### src/rtl/tts_pkg.sv
package tts_pkg;

    // Counter and tick widths inside the block
    localparam int COUNTER_BITS    = 64;
    localparam int TICK_COUNT_BITS = 32;
    localparam int PERIOD_W        = 16;

    // Port field widths
    localparam int OPC_W       = 3;
    localparam int CNT_PORT_W  = 64;
    localparam int TICK_PORT_W = 32;

    // Divider retires two quotient bits per step
    localparam int DIV_STEPS = (COUNTER_BITS + 1) / 2;
    localparam int DIV_W     = 2 * DIV_STEPS;
    localparam int DIV_CNT_W = $clog2(DIV_STEPS);
    localparam int PROD_W    = TICK_COUNT_BITS + PERIOD_W;
    localparam int SUM_W     = (COUNTER_BITS > PROD_W) ? COUNTER_BITS : PROD_W;

    localparam int PC_W = 4;

    localparam logic [OPC_W-1:0] OP_START = 3'd0;
    localparam logic [OPC_W-1:0] OP_TICK  = 3'd1;
    localparam logic [OPC_W-1:0] OP_SLEEP = 3'd2;
    localparam logic [OPC_W-1:0] OP_WAKE  = 3'd3;
    localparam logic [OPC_W-1:0] OP_READ  = 3'd4;

    localparam logic [PERIOD_W-1:0] PERIOD_RESET = 16'd1000;

    // Microprogram addresses
    localparam logic [PC_W-1:0] A_START     = 4'd0;
    localparam logic [PC_W-1:0] A_TICK      = 4'd1;
    localparam logic [PC_W-1:0] A_SLP_MUL   = 4'd2;
    localparam logic [PC_W-1:0] A_SLP_OUT   = 4'd3;
    localparam logic [PC_W-1:0] A_WAKE_INIT = 4'd4;
    localparam logic [PC_W-1:0] A_DIV_STEP  = 4'd5;
    localparam logic [PC_W-1:0] A_CLAMP     = 4'd6;
    localparam logic [PC_W-1:0] A_DONE_ZERO = 4'd7;
    localparam logic [PC_W-1:0] A_WAKE_MUL  = 4'd8;
    localparam logic [PC_W-1:0] A_WAKE_ADD  = 4'd9;
    localparam logic [PC_W-1:0] A_WAKE_OUT  = 4'd10;
    localparam logic [PC_W-1:0] A_READ      = 4'd11;
    localparam logic [PC_W-1:0] A_NOP       = 4'd12;

    typedef enum logic [3:0] {
        U_START,
        U_TICK,
        U_SLP_MUL,
        U_SLP_OUT,
        U_WAKE_INIT,
        U_DIV_STEP,
        U_CLAMP,
        U_DONE_ZERO,
        U_WAKE_MUL,
        U_WAKE_ADD,
        U_WAKE_OUT,
        U_READ,
        U_NOP
    } uop_t;

    typedef enum logic [1:0] {
        C_NONE,
        C_ALWAYS,
        C_LT,
        C_DIV_MORE
    } cond_t;

    typedef struct packed {
        uop_t             uop;
        cond_t            cond;
        logic [PC_W-1:0]  target;
        logic             last;
    } ucw_t;

    typedef struct packed {
        logic now_lt_grid;
        logic div_more;
    } dp_stat_t;

    function automatic ucw_t ucode(input logic [PC_W-1:0] pc);
        ucw_t w;
        begin
            w = '{uop: U_NOP, cond: C_NONE, target: A_NOP, last: 1'b1};
            case (pc)
                A_START:     w = '{U_START,     C_NONE,     A_START,     1'b1};
                A_TICK:      w = '{U_TICK,      C_NONE,     A_TICK,      1'b1};
                A_SLP_MUL:   w = '{U_SLP_MUL,   C_NONE,     A_SLP_MUL,   1'b0};
                A_SLP_OUT:   w = '{U_SLP_OUT,   C_NONE,     A_SLP_OUT,   1'b1};
                A_WAKE_INIT: w = '{U_WAKE_INIT, C_LT,       A_DONE_ZERO, 1'b0};
                A_DIV_STEP:  w = '{U_DIV_STEP,  C_DIV_MORE, A_DIV_STEP,  1'b0};
                A_CLAMP:     w = '{U_CLAMP,     C_ALWAYS,   A_WAKE_MUL,  1'b0};
                A_DONE_ZERO: w = '{U_DONE_ZERO, C_NONE,     A_DONE_ZERO, 1'b0};
                A_WAKE_MUL:  w = '{U_WAKE_MUL,  C_NONE,     A_WAKE_MUL,  1'b0};
                A_WAKE_ADD:  w = '{U_WAKE_ADD,  C_NONE,     A_WAKE_ADD,  1'b0};
                A_WAKE_OUT:  w = '{U_WAKE_OUT,  C_NONE,     A_WAKE_OUT,  1'b1};
                A_READ:      w = '{U_READ,      C_NONE,     A_READ,      1'b1};
                A_NOP:       w = '{U_NOP,       C_NONE,     A_NOP,       1'b1};
                default:     w = '{U_NOP,       C_NONE,     A_NOP,       1'b1};
            endcase
            return w;
        end
    endfunction

    function automatic logic [PC_W-1:0] entry_of(input logic [OPC_W-1:0] op);
        logic [PC_W-1:0] a;
        begin
            case (op)
                OP_START: a = A_START;
                OP_TICK:  a = A_TICK;
                OP_SLEEP: a = A_SLP_MUL;
                OP_WAKE:  a = A_WAKE_INIT;
                OP_READ:  a = A_READ;
                default:  a = A_NOP;
            endcase
            return a;
        end
    endfunction

endpackage

### src/rtl/tts_if.sv
interface tts_evt_if import tts_pkg::*; ();
    logic                   valid;
    logic                   ready;
    logic [OPC_W-1:0]       opcode;
    logic [CNT_PORT_W-1:0]  counter_now;
    logic [TICK_PORT_W-1:0] idle_ticks;

    modport source(output valid, opcode, counter_now, idle_ticks, input ready);
    modport sink(input valid, opcode, counter_now, idle_ticks, output ready);
endinterface

interface tts_res_if import tts_pkg::*; ();
    logic                   valid;
    logic                   ready;
    logic [CNT_PORT_W-1:0]  compare_value;
    logic [TICK_PORT_W-1:0] step_ticks;
    logic [CNT_PORT_W-1:0]  elapsed_count;

    modport source(output valid, compare_value, step_ticks, elapsed_count, input ready);
    modport sink(input valid, compare_value, step_ticks, elapsed_count, output ready);
endinterface

### src/rtl/tts_seq.sv
module tts_seq import tts_pkg::*;
(
    input  logic             clk,
    input  logic             rst_n,
    input  logic             start,
    input  logic [OPC_W-1:0] opcode,
    input  logic             adv,
    input  dp_stat_t         stat,
    output ucw_t             cw,
    output logic             busy
);

    logic [PC_W-1:0] pc_reg;
    logic [PC_W-1:0] pc_next;
    logic            busy_reg;
    logic            busy_next;
    logic            taken;

    assign cw   = ucode(pc_reg);
    assign busy = busy_reg;

    always_comb
    begin
        case (cw.cond)
            C_NONE:     taken = 1'b0;
            C_ALWAYS:   taken = 1'b1;
            C_LT:       taken = stat.now_lt_grid;
            C_DIV_MORE: taken = stat.div_more;
            default:    taken = 1'b0;
        endcase
    end

    always_comb
    begin
        pc_next   = pc_reg;
        busy_next = busy_reg;
        if (!busy_reg)
        begin
            if (start)
            begin
                pc_next   = entry_of(opcode);
                busy_next = 1'b1;
            end
        end
        else if (adv)
        begin
            if (cw.last)
                busy_next = 1'b0;
            else if (taken)
                pc_next = cw.target;
            else
                pc_next = pc_reg + 1'b1;
        end
    end

    always_ff @(posedge clk or negedge rst_n)
    begin
        if (!rst_n)
        begin
            pc_reg   <= A_NOP;
            busy_reg <= 1'b0;
        end
        else
        begin
            pc_reg   <= pc_next;
            busy_reg <= busy_next;
        end
    end

endmodule

### src/rtl/tickless_tick_compare_scheduler.sv
// Each input beat runs a microprogram: start, tick, read time and unused codes end at
// their entry word; a sleep request multiplies, then outputs; a wake inits, divides by
// the tick period (two quotient bits per cycle, 32 steps for a 64-bit counter), clamps,
// multiplies, adds and outputs (no divide or clamp if it is before the grid point).
// A new event is taken only once the sequence ends. Reset (rst_n, asynchronous, active
// low) zeroes grid state and divider count, sets cycles_per_tick to 1000; then ready.
module tickless_tick_compare_scheduler import tts_pkg::*;
(
    input  logic                clk,
    input  logic                rst_n,
    tts_evt_if.sink             evt,
    tts_res_if.source           res,
    input  logic                cfg_we,
    input  logic [PERIOD_W-1:0] cfg_data
);

    localparam int CW = COUNTER_BITS;
    localparam int TW = TICK_COUNT_BITS;

    ucw_t     cw;
    dp_stat_t stat;
    logic     busy;
    logic     adv;
    logic     out_load;
    logic     evt_accept;

    logic [PERIOD_W-1:0] per_cfg_reg;
    logic [PERIOD_W-1:0] per_eff;

    logic [OPC_W-1:0]  opc_reg;
    logic [CW-1:0]     now_reg;
    logic [TW-1:0]     idle_reg;

    logic [CW-1:0]        nc_reg,    nc_next;
    logic [CW-1:0]        grid_reg,  grid_pt_next;
    logic [TW-1:0]        sl_reg,    sl_next;
    logic [CW-1:0]        base_reg,  base_next;
    logic [PROD_W-1:0]    prod_reg,  prod_next;
    logic [DIV_W-1:0]     quo_reg,   quo_next;
    logic [PERIOD_W-1:0]  rem_reg,   rem_next;
    logic [DIV_CNT_W-1:0] div_cnt_reg, div_cnt_next;
    logic [TW-1:0]        done_reg,  done_next;
    logic [CW-1:0]        acc_reg,   acc_next;

    logic          res_valid_reg, res_valid_next;
    logic [CW-1:0] out_cmp_reg,   out_cmp_next;
    logic [TW-1:0] out_step_reg,  out_step_next;
    logic [CW-1:0] out_el_reg,    out_el_next;

    logic [TW-1:0]       idle_sat;
    logic [CW-1:0]       now_plus_per;
    logic [SUM_W-1:0]    grid_sum;
    logic [PERIOD_W:0]   ra, rb, ra_sub, rb_sub;
    logic                qa, qb;
    logic [PERIOD_W-1:0] rem_mid;

    assign per_eff      = (per_cfg_reg == '0) ? PERIOD_W'(1) : per_cfg_reg;
    assign evt.ready    = !busy;
    assign evt_accept   = evt.valid && !busy;
    // Hold the final step while the previous result still waits
    assign adv          = busy && !(cw.last && res_valid_reg && !res.ready);
    assign out_load     = adv && cw.last;

    assign stat.now_lt_grid = now_reg < grid_reg;
    assign stat.div_more    = div_cnt_reg != DIV_CNT_W'(DIV_STEPS - 1);

    assign idle_sat     = (idle_reg == '0) ? TW'(1) : idle_reg;
    assign now_plus_per = now_reg + CW'(per_eff);
    assign grid_sum     = SUM_W'(grid_reg) + SUM_W'(prod_reg);

    // Two restoring divide steps per cycle
    assign ra      = {rem_reg, quo_reg[DIV_W-1]};
    assign ra_sub  = ra - {1'b0, per_eff};
    assign qa      = ra >= {1'b0, per_eff};
    assign rem_mid = qa ? ra_sub[PERIOD_W-1:0] : ra[PERIOD_W-1:0];
    assign rb      = {rem_mid, quo_reg[DIV_W-2]};
    assign rb_sub  = rb - {1'b0, per_eff};
    assign qb      = rb >= {1'b0, per_eff};

    tts_seq u_seq (
        .clk    (clk),
        .rst_n  (rst_n),
        .start  (evt_accept),
        .opcode (evt.opcode),
        .adv    (adv),
        .stat   (stat),
        .cw     (cw),
        .busy   (busy)
    );

    always_comb
    begin
        nc_next       = nc_reg;
        grid_pt_next  = grid_reg;
        sl_next       = sl_reg;
        base_next     = base_reg;
        prod_next     = prod_reg;
        quo_next      = quo_reg;
        rem_next      = rem_reg;
        div_cnt_next  = div_cnt_reg;
        done_next     = done_reg;
        acc_next      = acc_reg;
        out_cmp_next  = out_cmp_reg;
        out_step_next = out_step_reg;
        out_el_next   = out_el_reg;
        if (adv)
        begin
            case (cw.uop)
                U_START:
                begin
                    base_next     = now_reg;
                    nc_next       = now_plus_per;
                    out_cmp_next  = now_plus_per;
                    out_step_next = '0;
                    out_el_next   = '0;
                end
                U_TICK:
                begin
                    nc_next       = nc_reg + CW'(per_eff);
                    out_cmp_next  = nc_reg + CW'(per_eff);
                    out_step_next = TW'(1);
                    out_el_next   = '0;
                end
                U_SLP_MUL:
                begin
                    sl_next      = idle_sat;
                    grid_pt_next = nc_reg;
                    prod_next    = PROD_W'(idle_sat - TW'(1)) * PROD_W'(per_eff);
                end
                U_SLP_OUT:
                begin
                    out_cmp_next  = grid_sum[CW-1:0];
                    out_step_next = '0;
                    out_el_next   = '0;
                end
                U_WAKE_INIT:
                begin
                    quo_next     = DIV_W'(now_reg - grid_reg);
                    rem_next     = '0;
                    div_cnt_next = '0;
                end
                U_DIV_STEP:
                begin
                    quo_next     = {quo_reg[DIV_W-3:0], qa, qb};
                    rem_next     = qb ? rb_sub[PERIOD_W-1:0] : rb[PERIOD_W-1:0];
                    div_cnt_next = div_cnt_reg + 1'b1;
                end
                U_CLAMP:
                begin
                    // Clamp passed grid points to the idle length
                    if (quo_reg >= DIV_W'(sl_reg))
                        done_next = sl_reg;
                    else
                        done_next = quo_reg[TW-1:0] + TW'(1);
                end
                U_DONE_ZERO:
                begin
                    done_next = '0;
                end
                U_WAKE_MUL:
                begin
                    prod_next = PROD_W'(done_reg) * PROD_W'(per_eff);
                end
                U_WAKE_ADD:
                begin
                    acc_next = grid_sum[CW-1:0];
                end
                U_WAKE_OUT:
                begin
                    // Grid point already past: re-arm one period after wake
                    if (acc_reg <= now_reg)
                    begin
                        nc_next      = now_plus_per;
                        out_cmp_next = now_plus_per;
                    end
                    else
                    begin
                        nc_next      = acc_reg;
                        out_cmp_next = acc_reg;
                    end
                    out_step_next = done_reg;
                    out_el_next   = '0;
                end
                U_READ:
                begin
                    out_cmp_next  = nc_reg;
                    out_step_next = '0;
                    out_el_next   = now_reg - base_reg;
                end
                U_NOP:
                begin
                    out_cmp_next  = nc_reg;
                    out_step_next = '0;
                    out_el_next   = '0;
                end
                default:
                begin
                    out_cmp_next = nc_reg;
                end
            endcase
        end
    end

    always_comb
    begin
        res_valid_next = res_valid_reg;
        if (out_load)
            res_valid_next = 1'b1;
        else if (res.ready)
            res_valid_next = 1'b0;
    end

    always_ff @(posedge clk or negedge rst_n)
    begin
        if (!rst_n)
        begin
            per_cfg_reg   <= PERIOD_RESET;
            nc_reg        <= '0;
            grid_reg      <= '0;
            sl_reg        <= '0;
            base_reg      <= '0;
            div_cnt_reg   <= '0;
            res_valid_reg <= 1'b0;
        end
        else
        begin
            if (cfg_we)
                per_cfg_reg <= cfg_data;
            nc_reg        <= nc_next;
            grid_reg      <= grid_pt_next;
            sl_reg        <= sl_next;
            base_reg      <= base_next;
            div_cnt_reg   <= div_cnt_next;
            res_valid_reg <= res_valid_next;
        end
    end

    always_ff @(posedge clk)
    begin
        if (evt_accept)
        begin
            opc_reg  <= evt.opcode;
            now_reg  <= evt.counter_now[CW-1:0];
            idle_reg <= evt.idle_ticks[TW-1:0];
        end
        prod_reg     <= prod_next;
        quo_reg      <= quo_next;
        rem_reg      <= rem_next;
        done_reg     <= done_next;
        acc_reg      <= acc_next;
        out_cmp_reg  <= out_cmp_next;
        out_step_reg <= out_step_next;
        out_el_reg   <= out_el_next;
    end

    assign res.valid         = res_valid_reg;
    assign res.compare_value = CNT_PORT_W'(out_cmp_reg);
    assign res.step_ticks    = TICK_PORT_W'(out_step_reg);
    assign res.elapsed_count = CNT_PORT_W'(out_el_reg);

    property p_result_from_sequence;
        @(posedge clk) disable iff (!rst_n)
        $rose(res_valid_reg) |-> $past(busy);
    endproperty
    a_result_from_sequence: assert property (p_result_from_sequence)
        else $error("result appeared without an active sequence");

    property p_div_only_busy;
        @(posedge clk) disable iff (!rst_n)
        (div_cnt_reg != $past(div_cnt_reg)) |-> $past(busy);
    endproperty
    a_div_only_busy: assert property (p_div_only_busy)
        else $error("divider counter moved while idle");

    property p_wake_clamped;
        @(posedge clk) disable iff (!rst_n)
        (out_load && opc_reg == OP_WAKE) |=> (out_step_reg <= sl_reg);
    endproperty
    a_wake_clamped: assert property (p_wake_clamped)
        else $error("wake reported more ticks than the idle length");

endmodule
### src/flat_wrapper.sv
// flat-port wrapper written by rule: the top's interface ports become plain ports
module tickless_tick_compare_scheduler_flat import tts_pkg::*;
  (clk, rst_n, cfg_we, cfg_data, evt_valid, evt_opcode, evt_counter_now, evt_idle_ticks, evt_ready, res_valid, res_compare_value, res_step_ticks, res_elapsed_count, res_ready);
  tts_evt_if evt_i ();
  tts_res_if res_i ();
  input  logic clk;
  input  logic rst_n;
  input  logic cfg_we;
  input  logic [PERIOD_W-1:0] cfg_data;
  input wire logic [$bits(evt_i.valid)-1:0] evt_valid;
  input wire logic [$bits(evt_i.opcode)-1:0] evt_opcode;
  input wire logic [$bits(evt_i.counter_now)-1:0] evt_counter_now;
  input wire logic [$bits(evt_i.idle_ticks)-1:0] evt_idle_ticks;
  output wire logic [$bits(evt_i.ready)-1:0] evt_ready;
  output wire logic [$bits(res_i.valid)-1:0] res_valid;
  output wire logic [$bits(res_i.compare_value)-1:0] res_compare_value;
  output wire logic [$bits(res_i.step_ticks)-1:0] res_step_ticks;
  output wire logic [$bits(res_i.elapsed_count)-1:0] res_elapsed_count;
  input wire logic [$bits(res_i.ready)-1:0] res_ready;
  assign evt_i.valid = evt_valid;
  assign evt_i.opcode = evt_opcode;
  assign evt_i.counter_now = evt_counter_now;
  assign evt_i.idle_ticks = evt_idle_ticks;
  assign evt_ready = evt_i.ready;
  assign res_valid = res_i.valid;
  assign res_compare_value = res_i.compare_value;
  assign res_step_ticks = res_i.step_ticks;
  assign res_elapsed_count = res_i.elapsed_count;
  assign res_i.ready = res_ready;
  tickless_tick_compare_scheduler u_core (.clk(clk), .rst_n(rst_n), .evt(evt_i), .res(res_i), .cfg_we(cfg_we), .cfg_data(cfg_data));
endmodule
### config.mk
export PLATFORM = sky130hd
export DESIGN_NAME = tickless_tick_compare_scheduler_flat
export DESIGN_NICKNAME = d
export VERILOG_FILES = /design/src/rtl/tts_pkg.sv /design/src/rtl/tts_if.sv /design/src/rtl/tts_seq.sv /design/src/rtl/tickless_tick_compare_scheduler.sv /design/src/flat_wrapper.sv
export SDC_FILE = /design/constraint.sdc
export NUM_CORES = 2
export LEC_CHECK = 0
export BUFFER_PORTS_ARGS = -buffer_cell sky130_fd_sc_hd__buf_4
export CELL_PAD_IN_SITES_DETAIL_PLACEMENT = 2
export CELL_PAD_IN_SITES_GLOBAL_PLACEMENT = 2
export CORE_ASPECT_RATIO = 0.7
export CORE_MARGIN = 3
export CORE_UTILIZATION = 38
export CTS_CLUSTER_DIAMETER = 100
export CTS_CLUSTER_SIZE = 8
export DETAILED_ROUTE_END_ITERATION = 16
export GPL_ROUTABILITY_DRIVEN = 0
export GPL_TIMING_DRIVEN = 0
export PLACE_DENSITY_LB_ADDON = 0.3
export SYNTH_ARGS = -nofsm -noshare
export SYNTH_HDL_FRONTEND = slang
export SYNTH_SLANG_ARGS = --single-unit
### constraint.sdc
create_clock -name clk -period 9.5 [get_ports clk]
set_input_delay 1.425 -clock clk [delete_from_list [all_inputs] [get_ports clk]]
set_output_delay 1.425 -clock clk [all_outputs]
set_load 0.005 [all_outputs]
==> metrics.txt <==
Buffers on Ports ~280; Commonest cells post-synth inv_1 (1191), nand2_1 (1142), fa_1 (919); total global routing track utilization 0.344; total die area approximately 0.22 sq mm; metal2 WL 165000 um; clock-pin slew on the worst setup and hold paths about 0.060 ns; Final Max Slew Viols 140; Netlist cell types 101; initial drt markers 8622; layout net count ~11000; Crit Path Max Fanout 10; wl on met1 164000 um; Hold Path Class reg2reg; Most used DFF post-synth edfxtp_1; leading area contributor after synthesis fa_1; final worst slack -1.77 ns; DP HPWL 302000 um; Post-CTS Hold Fix Bufs 0; worst endpoint required time 9.91 ns; Syn Inst Count 8651; antenna violations before repair 48; DP Area roughly 0.086 sq mm; Worst slew margin -0.120; failing checks max-capacitance violations, max-slew violations, negative setup slack; share of cells above drive strength 1 0.115; hold slack just under 0.5 ns; first-pass iteration count of the detailed router 6; critical path data arrival time 11.69 ns; ANT nets after route 0; initial core utilization 0.384; Startpoint Class register; synthesized flop and latch total approximately 730; Top Metal Used met5; vias in the first global route 78585; clock root cell clkbuf_16; CTS Buf Count around 100; RSZ-0062 raised after global routing true; via count 73357; Worst Skew between 0.1 and 0.15 ns; Final TNS setup -38.12 ns; Final Cycle Share 1.19; Seq/Total Area, Yosys 0.258; CP max stage delay roughly 1.3 ns; most used cell, CP fa_1; crit path max-delay cell type xnor2_1; htree depth 3; kind of critical path reg2reg; fin crit period around 11 ns; ranking of synthesized cells by area fa_1 (23%), edfxtp_1 (18%), ha_1 (8.5%), dfrtp_1 (7.6%), inv_1 (5.6%); DRC viols 0; clk_lat worst skew 0.78 ns; syn_area_per_cell ~9.3 sq um; outcome complete, but fails checks; I/O pins roughly 280; final hold vios 0; yosys warns 0; pre-CTS WS -4.12 ns; first-pass GRT wire length 549000 um; number of synthesized flops with an enable pin between 400 and 500; Setup crit end kind register; # clock sinks ~730; WL met3 approximately 45000 um; wire length per cell 32.5 um; CTS tree built; largest net degree at the start of global routing 95; drt total wl 393000 um; area of the core 0.209 sq mm; Area growth syn-to-layout 15.7%; asr flop ratio synth 0.343; Final Setup Violations 33; Die W around 550 um; max cap viols 16; via/cell ratio between 6 and 7; post-route cell area a little over 0.09 sq mm; Worst-Margin Slew around 1.7 ns; Yosys top cell area share 0.229; Core Rows 140; most common cell in the netlist inv_1; worst-case clock buffer depth 3; Mapped Area around 0.08 sq mm; die height about 390 um; Synthesized Nets 10233; Peak Freq a little under 0.09 GHz; total congestion overflow 0
## logic make-up (layout without fill, tap and decap cells)
kind of cell	after synthesis	after routing	share of synthesized area
multiplexers	138	138	0.0189
XOR/XNOR	472	472	0.0519
AO/OA/AOI/OAI	1583	1583	0.126
AND/OR/NAND/NOR	2666	2666	0.155
buffers and inverters	1598	2248	0.0755
flip-flops	731	731	0.258
other	0	15	0
adder cells (fa/ha/maj)	1463	1463	0.314
## layout make-up
type | instances | area (sq um)
fill | 22218 | 116000
tap | 2769 | 3460
inverter | 1192 | 4490
antenna | 15 | 37.5
multi-input combinational | 6322 | 55200
clock buffer | 184 | 2890
buffer | 399 | 1860
timing repair buffer | 462 | 3960
clock inverter | 11 | 149
sequential | 731 | 20700
## through the flow
step / util / instances
final: 0.444 / 12085
after global routing: 0.444 / 12071
after CTS: 0.437 / 11998
after detailed placement: 0.413 / 11727
after global placement: 0.411 / 11701
after floorplan: - / 8651
## final timing paths
kind / cells after the start / startpoint / to / slack (ns)
hold reg to reg: 1 / u_core.div_cnt_reg[3] / u_core.div_cnt_reg[3] / 0.49
min in group asynchronous: 1 / rst_n / u_core.base_reg[62] / 0.62
setup reg to reg: 28 / u_core.idle_reg[9] / u_core.prod_reg[46] / -1.77
setup / recovery: 28 / u_core.idle_reg[9] / u_core.prod_reg[46] / -1.77
max in group asynchronous: 3 / rst_n / u_core.per_cfg_reg[14] / 7.24
hold / removal: 1 / u_core.div_cnt_reg[3] / u_core.div_cnt_reg[3] / 0.49
## cells in the final DEF, fill, tap and decap left out, drive strengths merged, types with 35 or more instances in the layout
master / instances
o21bai: 47
nand2: 1157
and2: 378
xor2: 181
nor2: 504
fa: 919
xnor2: 291
o21a: 46
nor4: 42
buf: 505
nor2b: 55
nand3: 147
mux2: 105
nand2b: 61
a31oi: 73
and3: 63
a211oi: 84
a21oi: 442
clkbuf: 536
o31ai: 44
nand4: 86
a21o: 193
edfxtp: 480
nor3: 88
dfrtp: 243
ha: 543
o21ai: 366
o22ai: 35
inv: 1197
## metal layers
layer,GRT usage,up-vias
met5,0,-
met4,0.112,14
met3,0.113,903
met2,0.502,3945
met1,0.480,38681
li1,-,29814
## worst max-delay path: cells and delay by family (launching register included)
| kind | cells | cell delay [ns] |
|---|---|---|
| AOI/OAI and AO/OA | 9 | 1.98 |
| xor gates and xnor gates | 2 | 1.53 |
| adders and majority gates | 7 | 3.49 |
| buffers and inverters | 3 | 0.80 |
| DFF | 1 | 0.69 |
| muxes | 1 | 0.16 |
| and+or+nand+nor | 6 | 2.31 |
## timing repair
item,4_1_cts,5_1_grt
gates cloned,1,0
setup buffers,81,74
endpoints found under the hold margin,0,0
pin swaps,99,110
endpoints found under the setup margin,56,51
resized for setup,273,204
Power is left out: the tool's default activity adds up to more than one toggle a clock period on the data nets, which glitch-free logic cannot reach.
